--- config.mk ---
export PLATFORM = sky130hd
export DESIGN_NAME = base90_grid_decompressor
export DESIGN_NICKNAME = d
export VERILOG_FILES = /design/src/b90gd_pkg.sv /design/src/base90_grid_decompressor.sv /design/src/b90gd_ctrl.sv /design/src/b90gd_dp.sv
export SDC_FILE = /design/constraint.sdc
export NUM_CORES = 2
export LEC_CHECK = 0
export ABC_AREA = 1
export BUFFER_PORTS_ARGS = -buffer_cell sky130_fd_sc_hd__buf_2
export CAP_MARGIN = 20
export CORE_MARGIN = 8
export CORE_UTILIZATION = 55
export CTS_CLUSTER_DIAMETER = 40
export DETAILED_ROUTE_END_ITERATION = 10
export PLACE_DENSITY = 0.74
export SYNTH_ARGS = -nofsm -noshare
export SYNTH_HDL_FRONTEND = slang
export SYNTH_SLANG_ARGS = --single-unit
--- constraint.sdc ---
create_clock -name clock -period 13.25 [get_ports clock]
set_input_delay 2.65 -clock clock [delete_from_list [all_inputs] [get_ports clock]]
set_output_delay 2.65 -clock clock [all_outputs]
set_load 0.01 [all_outputs]
--- src/b90gd_pkg.sv ---
// Shared types and constants for the base-90 grid decompressor.
// No dependencies; imported by the controller, datapath and top level.
`default_nettype none

package b90gd_pkg;

   // Character codes
   localparam logic [7:0] CHAR_TAB      = 8'd9;
   localparam logic [7:0] CHAR_CR       = 8'd13;
   localparam logic [7:0] CHAR_SPACE    = 8'd32;
   localparam logic [7:0] CHAR_BANG     = 8'd33;
   localparam logic [7:0] CHAR_QUOTE    = 8'd34;
   localparam logic [7:0] DIGIT_BASE    = 8'd37;
   localparam logic [7:0] DIGIT_TOP     = 8'd126;

   // Decode phases
   localparam logic [1:0] PH_NORMAL     = 2'd0;
   localparam logic [1:0] PH_COUNT      = 2'd1;
   localparam logic [1:0] PH_VALUE      = 2'd2;

   // Configuration register indexes
   localparam int         CSR_IDX_W     = 2;
   localparam logic [1:0] REG_DIGITS    = 2'd0;
   localparam logic [1:0] REG_SCALE     = 2'd1;
   localparam logic [1:0] REG_OFFSET    = 2'd2;
   localparam logic [1:0] REG_DUMMY     = 2'd3;

   localparam int         CSR_DATA_W    = 48;

   // Reset values of the configuration registers
   localparam logic [2:0]  RST_DIGITS   = 3'd1;
   localparam logic [23:0] RST_SCALE    = 24'h010000;
   localparam logic [47:0] RST_OFFSET   = 48'h0;
   localparam logic [31:0] RST_DUMMY    = 32'hFFFF_D8F1;

   typedef struct packed {
      logic decode;     // process the accepted byte
      logic mul;        // raw times scale into the product register
      logic add_load;   // add offset and load the output word
   } b90gd_cmd_type;

   typedef struct packed {
      logic val_close;   // current byte closes a group that needs scaling
      logic out_blocked; // output word held and stalled
   } b90gd_sts_type;

endpackage

`default_nettype wire

--- src/base90_grid_decompressor.sv ---
// Base-90 grid decompressor: takes one byte of compressed grid text per word on
// the req_ channel and delivers decoded grid words on the rsp_ channel. Whitespace
// is skipped; each group of digits_per_value base-90 characters (codes 37..126,
// most significant first) becomes raw * scale_factor + value_offset in Q48.16.
// An all-'!' group gives dummy_value << 16 with rsp_is_dummy set; an all-'"'
// group starts a repeat: the next group is an unscaled run count and the group
// after it is the value that carries that run length. Any other byte, or a mix
// of special and ordinary characters in one group, gives a word with
// rsp_bad_char set, value and run length zero, and drops any pending repeat.
// Timing: a byte that is whitespace, that adds to an open group, or that closes
// a count, dummy or error group is done in its decode step. A byte that closes
// a group needing scaling takes three steps: decode, the 34x24 multiply into a
// product register, then the offset add into the output register; req_stall is
// high during the multiply and add steps. The output register holds one word;
// while it is held and stalled the input is stalled too, otherwise a new byte is
// taken in the same cycle the previous word leaves. Configuration writes are
// taken at any time but should only be issued while the block is idle.
// Depends on b90gd_pkg, b90gd_ctrl and b90gd_dp.
`default_nettype none

module base90_grid_decompressor
   import b90gd_pkg::*;
#(
   parameter int MAX_DIGITS = 5
)(
   input  wire logic                  clock,
   input  wire logic                  reset,

   // byte input channel
   input  wire logic                  req_valid,
   output logic                       req_stall,
   input  wire logic [7:0]            req_char_code,

   // decoded word channel
   output logic                       rsp_valid,
   input  wire logic                  rsp_stall,
   output logic signed [63:0]         rsp_grid_value,
   output logic [32:0]                rsp_run_length,
   output logic                       rsp_is_dummy,
   output logic                       rsp_bad_char,

   // configuration write port
   input  wire logic                  csr_wr_en,
   input  wire logic [CSR_IDX_W-1:0]  csr_index,
   input  wire logic [CSR_DATA_W-1:0] csr_wr_data
);

   b90gd_cmd_type cmd;
   b90gd_sts_type sts;

   // sequence: accept and decode, then multiply and add for scaled values
   b90gd_ctrl u_ctrl (
      .clock     (clock),
      .reset     (reset),
      .req_valid (req_valid),
      .req_stall (req_stall),
      .sts       (sts),
      .cmd       (cmd)
   );

   // hold config, group state, multiplier and output word
   b90gd_dp #(
      .MAX_DIGITS (MAX_DIGITS)
   ) u_dp (
      .clock          (clock),
      .reset          (reset),
      .cmd            (cmd),
      .sts            (sts),
      .req_char_code  (req_char_code),
      .csr_wr_en      (csr_wr_en),
      .csr_index      (csr_index),
      .csr_wr_data    (csr_wr_data),
      .rsp_valid      (rsp_valid),
      .rsp_stall      (rsp_stall),
      .rsp_grid_value (rsp_grid_value),
      .rsp_run_length (rsp_run_length),
      .rsp_is_dummy   (rsp_is_dummy),
      .rsp_bad_char   (rsp_bad_char)
   );

endmodule

`default_nettype wire

--- src/b90gd_ctrl.sv ---
// Controller for the base-90 grid decompressor: sequences decode, multiply, add.
// Depends on b90gd_pkg.
`default_nettype none

module b90gd_ctrl
   import b90gd_pkg::*;
(
   input  wire logic          clock,
   input  wire logic          reset,
   input  wire logic          req_valid,
   output logic               req_stall,
   input  b90gd_sts_type      sts,
   output b90gd_cmd_type      cmd
);

   localparam logic [1:0] ST_IDLE = 2'd0;
   localparam logic [1:0] ST_MUL  = 2'd1;
   localparam logic [1:0] ST_ADD  = 2'd2;

   logic [1:0] state_ff, state_in;
   logic       req_fire;

   assign req_stall = (state_ff != ST_IDLE) || sts.out_blocked;
   assign req_fire  = req_valid && !req_stall;

   always_comb begin
      state_in     = state_ff;
      cmd.decode   = 1'b0;
      cmd.mul      = 1'b0;
      cmd.add_load = 1'b0;
      unique case (state_ff)
         ST_IDLE: begin
            cmd.decode = req_fire;
            if (req_fire && sts.val_close) state_in = ST_MUL;
         end
         ST_MUL: begin
            cmd.mul  = 1'b1;
            state_in = ST_ADD;
         end
         ST_ADD: begin
            cmd.add_load = 1'b1;
            state_in     = ST_IDLE;
         end
         default: state_in = ST_IDLE;
      endcase
   end

   always_ff @(posedge clock) begin
      if (reset) begin
         state_ff <= ST_IDLE;
      end else begin
         state_ff <= state_in;
      end
   end

   a_busy_stalls: assert property (@(posedge clock) disable iff (reset)
      (state_ff != ST_IDLE) |-> req_stall)
      else $error("input taken while a value is in the multiplier");

   a_mul_then_add: assert property (@(posedge clock) disable iff (reset)
      (state_ff == ST_MUL) |=> (state_ff == ST_ADD))
      else $error("multiply step not followed by offset add");

   a_close_enters_mul: assert property (@(posedge clock) disable iff (reset)
      (cmd.decode && sts.val_close) |=> (state_ff == ST_MUL))
      else $error("value group closed without starting the multiply");

endmodule

`default_nettype wire

--- src/b90gd_dp.sv ---
// Datapath for the base-90 grid decompressor: config registers, group
// accumulator, repeat tracking, scaling multiplier and output word register.
// Depends on b90gd_pkg.
`default_nettype none

module b90gd_dp
   import b90gd_pkg::*;
#(
   parameter int MAX_DIGITS = 5
)(
   input  wire logic                  clock,
   input  wire logic                  reset,
   input  b90gd_cmd_type              cmd,
   output b90gd_sts_type              sts,
   input  wire logic [7:0]            req_char_code,
   input  wire logic                  csr_wr_en,
   input  wire logic [CSR_IDX_W-1:0]  csr_index,
   input  wire logic [CSR_DATA_W-1:0] csr_wr_data,
   output logic                       rsp_valid,
   input  wire logic                  rsp_stall,
   output logic signed [63:0]         rsp_grid_value,
   output logic [32:0]                rsp_run_length,
   output logic                       rsp_is_dummy,
   output logic                       rsp_bad_char
);

   localparam logic [2:0] MaxWidth = 3'(MAX_DIGITS);

   // configuration
   logic [2:0]  digits_ff;
   logic [23:0] scale_ff;
   logic [47:0] offset_ff;
   logic [31:0] dummy_ff;

   // group and repeat state
   logic [2:0]  count_ff,   count_in;
   logic [32:0] acc_ff,     acc_in;
   logic [1:0]  phase_ff,   phase_in;
   logic [32:0] pending_ff, pending_in;
   logic        bang_ff,    bang_in;
   logic        quote_ff,   quote_in;

   // multiply stage
   logic [32:0]        mraw_ff;
   logic [32:0]        mrun_ff;
   logic signed [57:0] prod_ff;

   // output word
   logic               out_valid_ff;
   logic signed [63:0] out_grid_ff;
   logic [32:0]        out_run_ff;
   logic               out_dummy_ff;
   logic               out_bad_ff;

   // byte classification and step results
   logic        is_ws, is_bang, is_quote, is_digit;
   logic [2:0]  width_eff;
   logic [32:0] acc_x90, acc_step;
   logic [2:0]  count_step;
   logic        bang_step, quote_step, abort, closes;
   logic        emit_now, emit_dummy, emit_bad, start_mul;
   logic [32:0] emit_run;
   logic [7:0]  digit;
   logic signed [63:0] dummy_q, value_q;

   assign is_ws    = (req_char_code == CHAR_SPACE) ||
                     (req_char_code >= CHAR_TAB && req_char_code <= CHAR_CR);
   assign is_bang  = (req_char_code == CHAR_BANG);
   assign is_quote = (req_char_code == CHAR_QUOTE);
   assign is_digit = (req_char_code >= DIGIT_BASE) && (req_char_code <= DIGIT_TOP);
   assign digit    = req_char_code - DIGIT_BASE;

   always_comb begin
      if (digits_ff == 3'd0)          width_eff = 3'd1;
      else if (digits_ff > MaxWidth)  width_eff = MaxWidth;
      else                            width_eff = digits_ff;
   end

   // times 90 as 64 + 16 + 8 + 2, kept to 33 bits
   assign acc_x90 = (acc_ff << 6) + (acc_ff << 4) + (acc_ff << 3) + (acc_ff << 1);

   always_comb begin
      abort      = 1'b0;
      bang_step  = bang_ff;
      quote_step = quote_ff;
      acc_step   = acc_x90;
      if (is_bang) begin
         abort      = (count_ff != 3'd0) && !bang_ff;
         quote_step = 1'b0;
      end else if (is_quote) begin
         abort      = (count_ff != 3'd0) && !quote_ff;
         bang_step  = 1'b0;
      end else if (is_digit) begin
         abort      = (count_ff != 3'd0) && (bang_ff || quote_ff);
         bang_step  = 1'b0;
         quote_step = 1'b0;
         acc_step   = acc_x90 + 33'(digit);
      end else if (!is_ws) begin
         abort = 1'b1;
      end
      count_step = count_ff + 3'd1;
      closes     = !is_ws && !abort && (count_step >= width_eff);
   end

   // group close handling per phase
   always_comb begin
      count_in   = count_ff;
      acc_in     = acc_ff;
      bang_in    = bang_ff;
      quote_in   = quote_ff;
      phase_in   = phase_ff;
      pending_in = pending_ff;
      emit_now   = 1'b0;
      emit_dummy = 1'b0;
      emit_bad   = 1'b0;
      emit_run   = 33'd1;
      start_mul  = 1'b0;
      if (!is_ws) begin
         count_in = count_step;
         acc_in   = acc_step;
         bang_in  = bang_step;
         quote_in = quote_step;
         if (abort || closes) begin
            count_in = 3'd0;
            acc_in   = 33'd0;
            bang_in  = 1'b1;
            quote_in = 1'b1;
         end
         if (abort) begin
            phase_in   = PH_NORMAL;
            pending_in = 33'd0;
            emit_now   = 1'b1;
            emit_bad   = 1'b1;
            emit_run   = 33'd0;
         end else if (closes) begin
            unique case (phase_ff)
               PH_COUNT: begin
                  if (bang_step || quote_step) begin
                     phase_in   = PH_NORMAL;
                     pending_in = 33'd0;
                     emit_now   = 1'b1;
                     emit_bad   = 1'b1;
                     emit_run   = 33'd0;
                  end else begin
                     pending_in = acc_step;
                     phase_in   = PH_VALUE;
                  end
               end
               PH_VALUE: begin
                  phase_in   = PH_NORMAL;
                  pending_in = 33'd0;
                  if (quote_step) begin
                     emit_now = 1'b1;
                     emit_bad = 1'b1;
                     emit_run = 33'd0;
                  end else if (bang_step) begin
                     emit_now   = 1'b1;
                     emit_dummy = 1'b1;
                     emit_run   = pending_ff;
                  end else begin
                     start_mul = 1'b1;
                     emit_run  = pending_ff;
                  end
               end
               default: begin
                  phase_in = PH_NORMAL;
                  if (bang_step) begin
                     emit_now   = 1'b1;
                     emit_dummy = 1'b1;
                  end else if (quote_step) begin
                     phase_in = PH_COUNT;
                  end else begin
                     start_mul = 1'b1;
                  end
               end
            endcase
         end
      end
   end

   assign sts.val_close   = start_mul;
   assign sts.out_blocked = out_valid_ff && rsp_stall;

   assign dummy_q = {{16{dummy_ff[31]}}, dummy_ff, 16'h0000};
   assign value_q = {{6{prod_ff[57]}}, prod_ff} + {{16{offset_ff[47]}}, offset_ff};

   // configuration writes
   always_ff @(posedge clock) begin
      if (reset) begin
         digits_ff <= RST_DIGITS;
         scale_ff  <= RST_SCALE;
         offset_ff <= RST_OFFSET;
         dummy_ff  <= RST_DUMMY;
      end else if (csr_wr_en) begin
         unique case (csr_index)
            REG_DIGITS: digits_ff <= csr_wr_data[2:0];
            REG_SCALE:  scale_ff  <= csr_wr_data[23:0];
            REG_OFFSET: offset_ff <= csr_wr_data[47:0];
            REG_DUMMY:  dummy_ff  <= csr_wr_data[31:0];
            default:    digits_ff <= digits_ff;
         endcase
      end
   end

   // group state
   always_ff @(posedge clock) begin
      if (reset) begin
         count_ff   <= 3'd0;
         acc_ff     <= 33'd0;
         phase_ff   <= PH_NORMAL;
         pending_ff <= 33'd0;
         bang_ff    <= 1'b1;
         quote_ff   <= 1'b1;
      end else if (cmd.decode) begin
         count_ff   <= count_in;
         acc_ff     <= acc_in;
         phase_ff   <= phase_in;
         pending_ff <= pending_in;
         bang_ff    <= bang_in;
         quote_ff   <= quote_in;
      end
   end

   // multiply stage
   always_ff @(posedge clock) begin
      if (cmd.decode && start_mul) begin
         mraw_ff <= acc_step;
         mrun_ff <= emit_run;
      end
      if (cmd.mul) begin
         prod_ff <= $signed({1'b0, mraw_ff}) * $signed(scale_ff);
      end
   end

   // output word
   always_ff @(posedge clock) begin
      if (reset) begin
         out_valid_ff <= 1'b0;
      end else if ((cmd.decode && emit_now) || cmd.add_load) begin
         out_valid_ff <= 1'b1;
      end else if (!rsp_stall) begin
         out_valid_ff <= 1'b0;
      end
   end

   always_ff @(posedge clock) begin
      if (cmd.add_load) begin
         out_grid_ff  <= value_q;
         out_run_ff   <= mrun_ff;
         out_dummy_ff <= 1'b0;
         out_bad_ff   <= 1'b0;
      end else if (cmd.decode && emit_now) begin
         out_grid_ff  <= emit_dummy ? dummy_q : 64'sd0;
         out_run_ff   <= emit_run;
         out_dummy_ff <= emit_dummy;
         out_bad_ff   <= emit_bad;
      end
   end

   assign rsp_valid      = out_valid_ff;
   assign rsp_grid_value = out_grid_ff;
   assign rsp_run_length = out_run_ff;
   assign rsp_is_dummy   = out_dummy_ff;
   assign rsp_bad_char   = out_bad_ff;

   a_load_into_empty: assert property (@(posedge clock) disable iff (reset)
      cmd.add_load |-> !out_valid_ff)
      else $error("scaled value would overwrite an undelivered word");

   a_bad_word_shape: assert property (@(posedge clock) disable iff (reset)
      (out_valid_ff && out_bad_ff) |-> (!out_dummy_ff && out_run_ff == 33'd0))
      else $error("error word carries dummy flag or run length");

endmodule

`default_nettype wire

Word-level counts from Yosys, hierarchy flattened. Cells that the tools add are included.

Register bits after elaboration: 405. Output and inout port bits: 101. Word-level logic and storage cells: 156. Bits of input ports: 63.

Mux-type cells: 72. Reductions and logical operators: 38. Order comparisons: 6. Equality and inequality tests: 12. Multiply operators: 1. Add/subtract/negate cells: 7. Bitwise gates (word level): 1.

Operators with widths (count): $mux W33 (12); $mux W64 (3); $pmux W33 S2 (2); $add A33 B33 Y33 (3); $add A58 B48 Y59 (1); $mul A34 B24 Y58 (1); $mux W1 (40); $add A33 B8 Y33 (1); $mux W32 (1); $eq A8 B6 Y1 const B (3); $logic_and A1 B1 Y1 (12); $mux W2 (5); $reduce_and A2 Y1 (5); $mux W3 (3); $eq A2 B2 Y1 const B (4); $ge A8 B4 Y1 const B (1); $ge A8 B6 Y1 const B (1); $le A8 B4 Y1 const B (1); $le A8 B7 Y1 const B (1); $pmux W1 S2 (4); $pmux W2 S2 (2); $sub A8 B6 Y8 const B (1); $eq A2 B1 Y1 const B (3); $logic_or A1 B1 Y1 (6); 12 further kinds (21).

Longest topological paths before layout.
Depth in word-level cells: 16. Gate-level depth with buffers: 34. Gate-level depth less buffers: 32.

By module. From an unflattened synthesis, not the netlist that was laid out.

Cell total of the unflattened synthesis: 6408. Area total of the unflattened synthesis: 50076.8 µm².

By module, submodules not included: b90gd_dp (area an instance 49961.7 µm², cells each 6393, instances 1, sequential area each 10129.7 µm²); b90gd_ctrl (area an instance 115.1 µm², cells each 15, instances 1, sequential area each 40.0 µm²).

Least setup slack after synthesis. Ideal clock, no wire load.

Path type: input to register. Start: input port req_char_code[1]. End: register u_dp.mraw_ff[0] (enable). Path slack: 6.130 ns. Stages on the path: 14. Data required time: 12.760 ns. Setup time: 0.490 ns. Buffers on the path: 0. Arrival: 6.630 ns. Cell sequence: inv_1 -> ha_1 -> nor2_2 -> nor2_1 -> nand2_2 -> nor2_2 -> nor2_8 -> o21ai_2 -> nand3_1 -> nand2_1 -> nand2_2 -> nand2_4 -> nand2_1 -> nor2_1.

Cells in the longest elaborated chain, start to end: 14. Elaborated cells on any way between the ends: 33. Classes of those cells: order compare: 4; eq/ne: 3; mux: 18; reduce/logical: 8.

RTL lines: start, declared (RTL line base90_grid_decompressor.sv:32) `input wire logic [7:0] req_char_code,`; branches (longest 12 deep; another with $ge A8 B6 Y1); $mux W1 * (RTL line b90gd_dp.sv:118) `if (!is_ws) begin`; $logic_and A1 B1 Y1 * (RTL line b90gd_dp.sv:226) `if (cmd.decode && start_mul) begin`; end signal, assigned (RTL line b90gd_dp.sv:227) `mraw_ff <= acc_step;`; end, declared (RTL line b90gd_dp.sv:44) `logic [32:0] mraw_ff;`.

Mark *: on every way between the ends. A chain may end at the register's enable or synchronous reset.

Worst setup path in the final report.
Start: register u_dp.scale_ff[12]. End: register u_dp.prod_ff[54], data pin.

Cells in the longest elaborated chain, start to end: 1.

RTL lines: start, declared (RTL line b90gd_dp.sv:31) `logic [23:0] scale_ff;`; start signal, assigned (RTL line b90gd_dp.sv:197) `REG_SCALE: scale_ff <= csr_wr_data[23:0];`; $mul A34 B24 Y58 (RTL line b90gd_dp.sv:231) `prod_ff <= $signed({1'b0, mraw_ff}) * $signed(scale_ff);`; end signal, assigned (RTL line b90gd_dp.sv:231); end, declared (RTL line b90gd_dp.sv:46) `logic signed [57:0] prod_ff;`.

No other way between the ends.

==> flow_summary.yaml <==
timing:
  rsz0062_at_grt: "false"
  tightestPinTransition_ns: 1.19
  min_period_ns: 7.55
  setup_viol: 0
  fin_setup_tns_ns: 0
  fin_crit_sh_pct: 57.0
  holdWs_ns: 0.457
  fmax_ghz: 0.132
  slew_violations: 0
  layout_setup_ws_ns: 5.70
  slew_headroom_pct: 19.6
  skew_ns: 0.0354
  hold_viol: 0
power_and_ir_drop:
  clkPwrFrac_pct: 26.5
  pwr-share-seq_pct: 25.8
  power_density_mw_per_mm2: 109
  comb_power_share_pct: 47.7
  peakVddDrop_mv: 0.115
  power.share.switching_pct: 43.4
  switchingPower_uw: 2520
  p_leak_uw: 0.0286
  p_int_uw: 3290
grt:
  grt_start_max_net_pins: 74
  grt_pass1_vias: 43400
  grt_pass1_wl_um: 240000
  track_usage_pct: 30.8
  antenna_found_initial: 2
  grt.overflow.total: 0
hold_path:
  min_from: "u_dp.dummy_ff[11]"
  hold_path.class: "flop to flop"
synth:
  syn_inst: 6316
  ys_types: 57
  synth-seq-cells: 400
  synth_edf_count: 216
  synth_common_cells: "1624 x nand2_1, 1451 x inv_1, 737 x fa_1"
  seq_area_frac_synth_pct: 20.5
  yosysWarnings: 0
  synth_area_mm2: 0.0497
  synth_top_area_cell: "fa_1"
  synth_async_sr_flop_share_pct: 0
  syn_avg_cell_area_um2: 7.86
  synth_area_leaders: "fa_1 30%, edfxtp_1 13%, nand2_1 12%"
  synth_top_area_share_pct: 29.7
  ys.flop_type: "edfxtp_1"
  synth_nets: 7442
  synth.most_common_cell: "nand2_1"
place:
  dp_hpwl_um: 118000
  dp_worst_setup_slack_ns: 5.86
  routabilityCongestion: 0.980
  placed_cells: 7469
  portBuffers: 163
floorplan:
  die_y_um: 316
  fp.dieW_um: 316
  ios: 164
  rows: 110
  core_area_mm2: 0.0897
  dieArea_mm2: 0.100
  start_util_pct: 55.3
cells_and_area:
  instances_no_fill: 7585
  layout-drive-gt1-share_pct: 6.89
  area_growth_pct: 7.64
  n_fill_cell: 8122
  layout.nets: 7480
route:
  drcViolationCount: 0
  ant_nets: 0
  vias: 41600
  drt_iter0_drc: 3859
  wl_per_cell_um: 20.1
  vias_per_cell: 5.49
  routed_wl_um: 153000
  dr.pass1.iters: 6
setup_path:
  r2r-start: "u_dp.scale_ff[12]"
  critPathMaxFanout: 34
  required_ns: 13.65
  start_kind: "flop"
  critPathLaunch: "u_dp.scale_ff[12]"
  arrival_ns: 7.95
  rrSetupSlack_ns: 5.70
  crit_type: "flop to flop"
  worst_setup_path_end_kind: "flop"
run_status:
  outcome: "finished clean"
clock_tree:
  cts.sinks: 400
  cts_root_buf: "clkbuf_16"
  clk_path_buf_depth: 3
  cts_hold_buf: 0
  cts_buffers: 57
  clk_latency_ns: 0.64
  cts_tree: "done"
  clkTransAtPathRegs_ns: 0.06
  post-cts-setup-buffers: 0
  cts_resized: 0
  htree_levels: 2
flow_run:
  maxCapViolCount: 0
## layout by cell type (no fill, tap or decap), types with 10 or more instances in the layout
cell / instances
clkbuf_16: 57
buf_4: 60
or2_2: 18
a21boi_0: 10
nand2_2: 18
nor2_4: 10
o31ai_1: 10
a21o_1: 21
edfxtp_1: 216
xnor2_1: 36
xor2_1: 62
o21bai_1: 24
dfxtp_1: 171
nand3_1: 157
fa_1: 737
nor3_1: 22
buf_2: 164
nand4_1: 30
nor4_1: 13
nor2_1: 423
o21ai_0: 238
inv_2: 16
inv_8: 10
inv_1: 1449
o21a_1: 13
nor2_2: 24
nand2_1: 1623
o211ai_1: 10
dfxtp_2: 13
ha_1: 326
a21oi_1: 280
a31oi_1: 31
## cells by family after synthesis
family	Yosys count	share of synthesized area [%]
adder cells (fa/ha/maj)	1063	37.9
AND/OR/NAND/NOR	2371	19.3
XOR/XNOR	98	1.73
AO/OA/AOI/OAI	671	7.48
flip-flops	400	20.5
buffers and inverters	1713	13.1
## worst max-delay path: stages, from the launching register on
cell and delay (ns):
dfxtp_2 1.08, nand2_1 0.20, fa_1 0.59, inv_1 0.05, fa_1 0.48, inv_1 0.06, fa_1 0.49, inv_1 0.05
fa_1 0.56, fa_1 0.44, fa_1 0.50, inv_1 0.05, fa_1 0.48, inv_1 0.05, ha_1 0.41, nand2_1 0.14
nor2_1 0.17, inv_1 0.09, nor3_1 0.36, nand3_1 0.20, nand3_1 0.18, nand2_1 0.07, o211ai_1 0.14, nand2_1 0.08
inv_1 0.07, o21ai_0 0.11, nand3_1 0.10, nand2_1 0.06
## through the flow
stage | total power [µW] | instance area, µm² | utilization, %
global placement | 4240 | 51500 | 57.4
floorplan | 3350 | 49700 | -
finish | 5820 | 53500 | 59.6
detailed placement | 4260 | 51500 | 57.4
global route | 6200 | 53400 | 59.6
CTS | 5810 | 53400 | 59.5
## layout make-up
cell class,count,area (µm²),area share [%]
Multi-Input combinational cell,4203,33000,61.8
Timing Repair Buffer,225,1300,2.43
Sequential cell,400,10200,19.1
Clock buffer,67,1470,2.76
Antenna cell,6,15.0,0.0281
Clock inverter,41,465,0.871
Tap cell,1176,1470,2.75
Inverter,1467,5510,10.3
## power groups by stage
stage          Sequential (µW)  Clock [µW]  Combinational, µW
6_report                  1500        1540               2780
5_1_grt                   1500        1610               3090
4_1_cts                   1500        1560               2750
3_5_place_dp              1520           0               2740
3_3_place_gp              1520           0               2720
2_1_floorplan             1520           0               1830
## per-layer routing
metal  GRT usage, %  vias up  part of all wire, %
met1           39.8    20400                   40
met4           13.2        0                  4.7
met5              0        -                    0
met3           5.19      387                  8.0
li1               -    19100                    -
met2           51.0     1798                   47
## final timing paths
check,endpoint,cells after the start
worst min register to register,u_dp.dummy_ff[11],2
worst min-delay path,u_dp.dummy_ff[11],2
worst max register to register,u_dp.prod_ff[54],27
worst max-delay path,u_dp.prod_ff[54],27
## flip-flops by register name (all words and copies together), names as in the netlist, 24 cells and up
register             flops
u_dp.rsp_grid_value     59
u_dp.prod_ff            58
u_dp.offset_ff          48
u_dp.mraw_ff            33
u_dp.mrun_ff            33
u_dp.pending_ff         33
u_dp.rsp_run_length     33
u_dp.acc_ff             32
u_dp.dummy_ff           32
u_dp.scale_ff           24
Power figures use the tool's default switching activity.
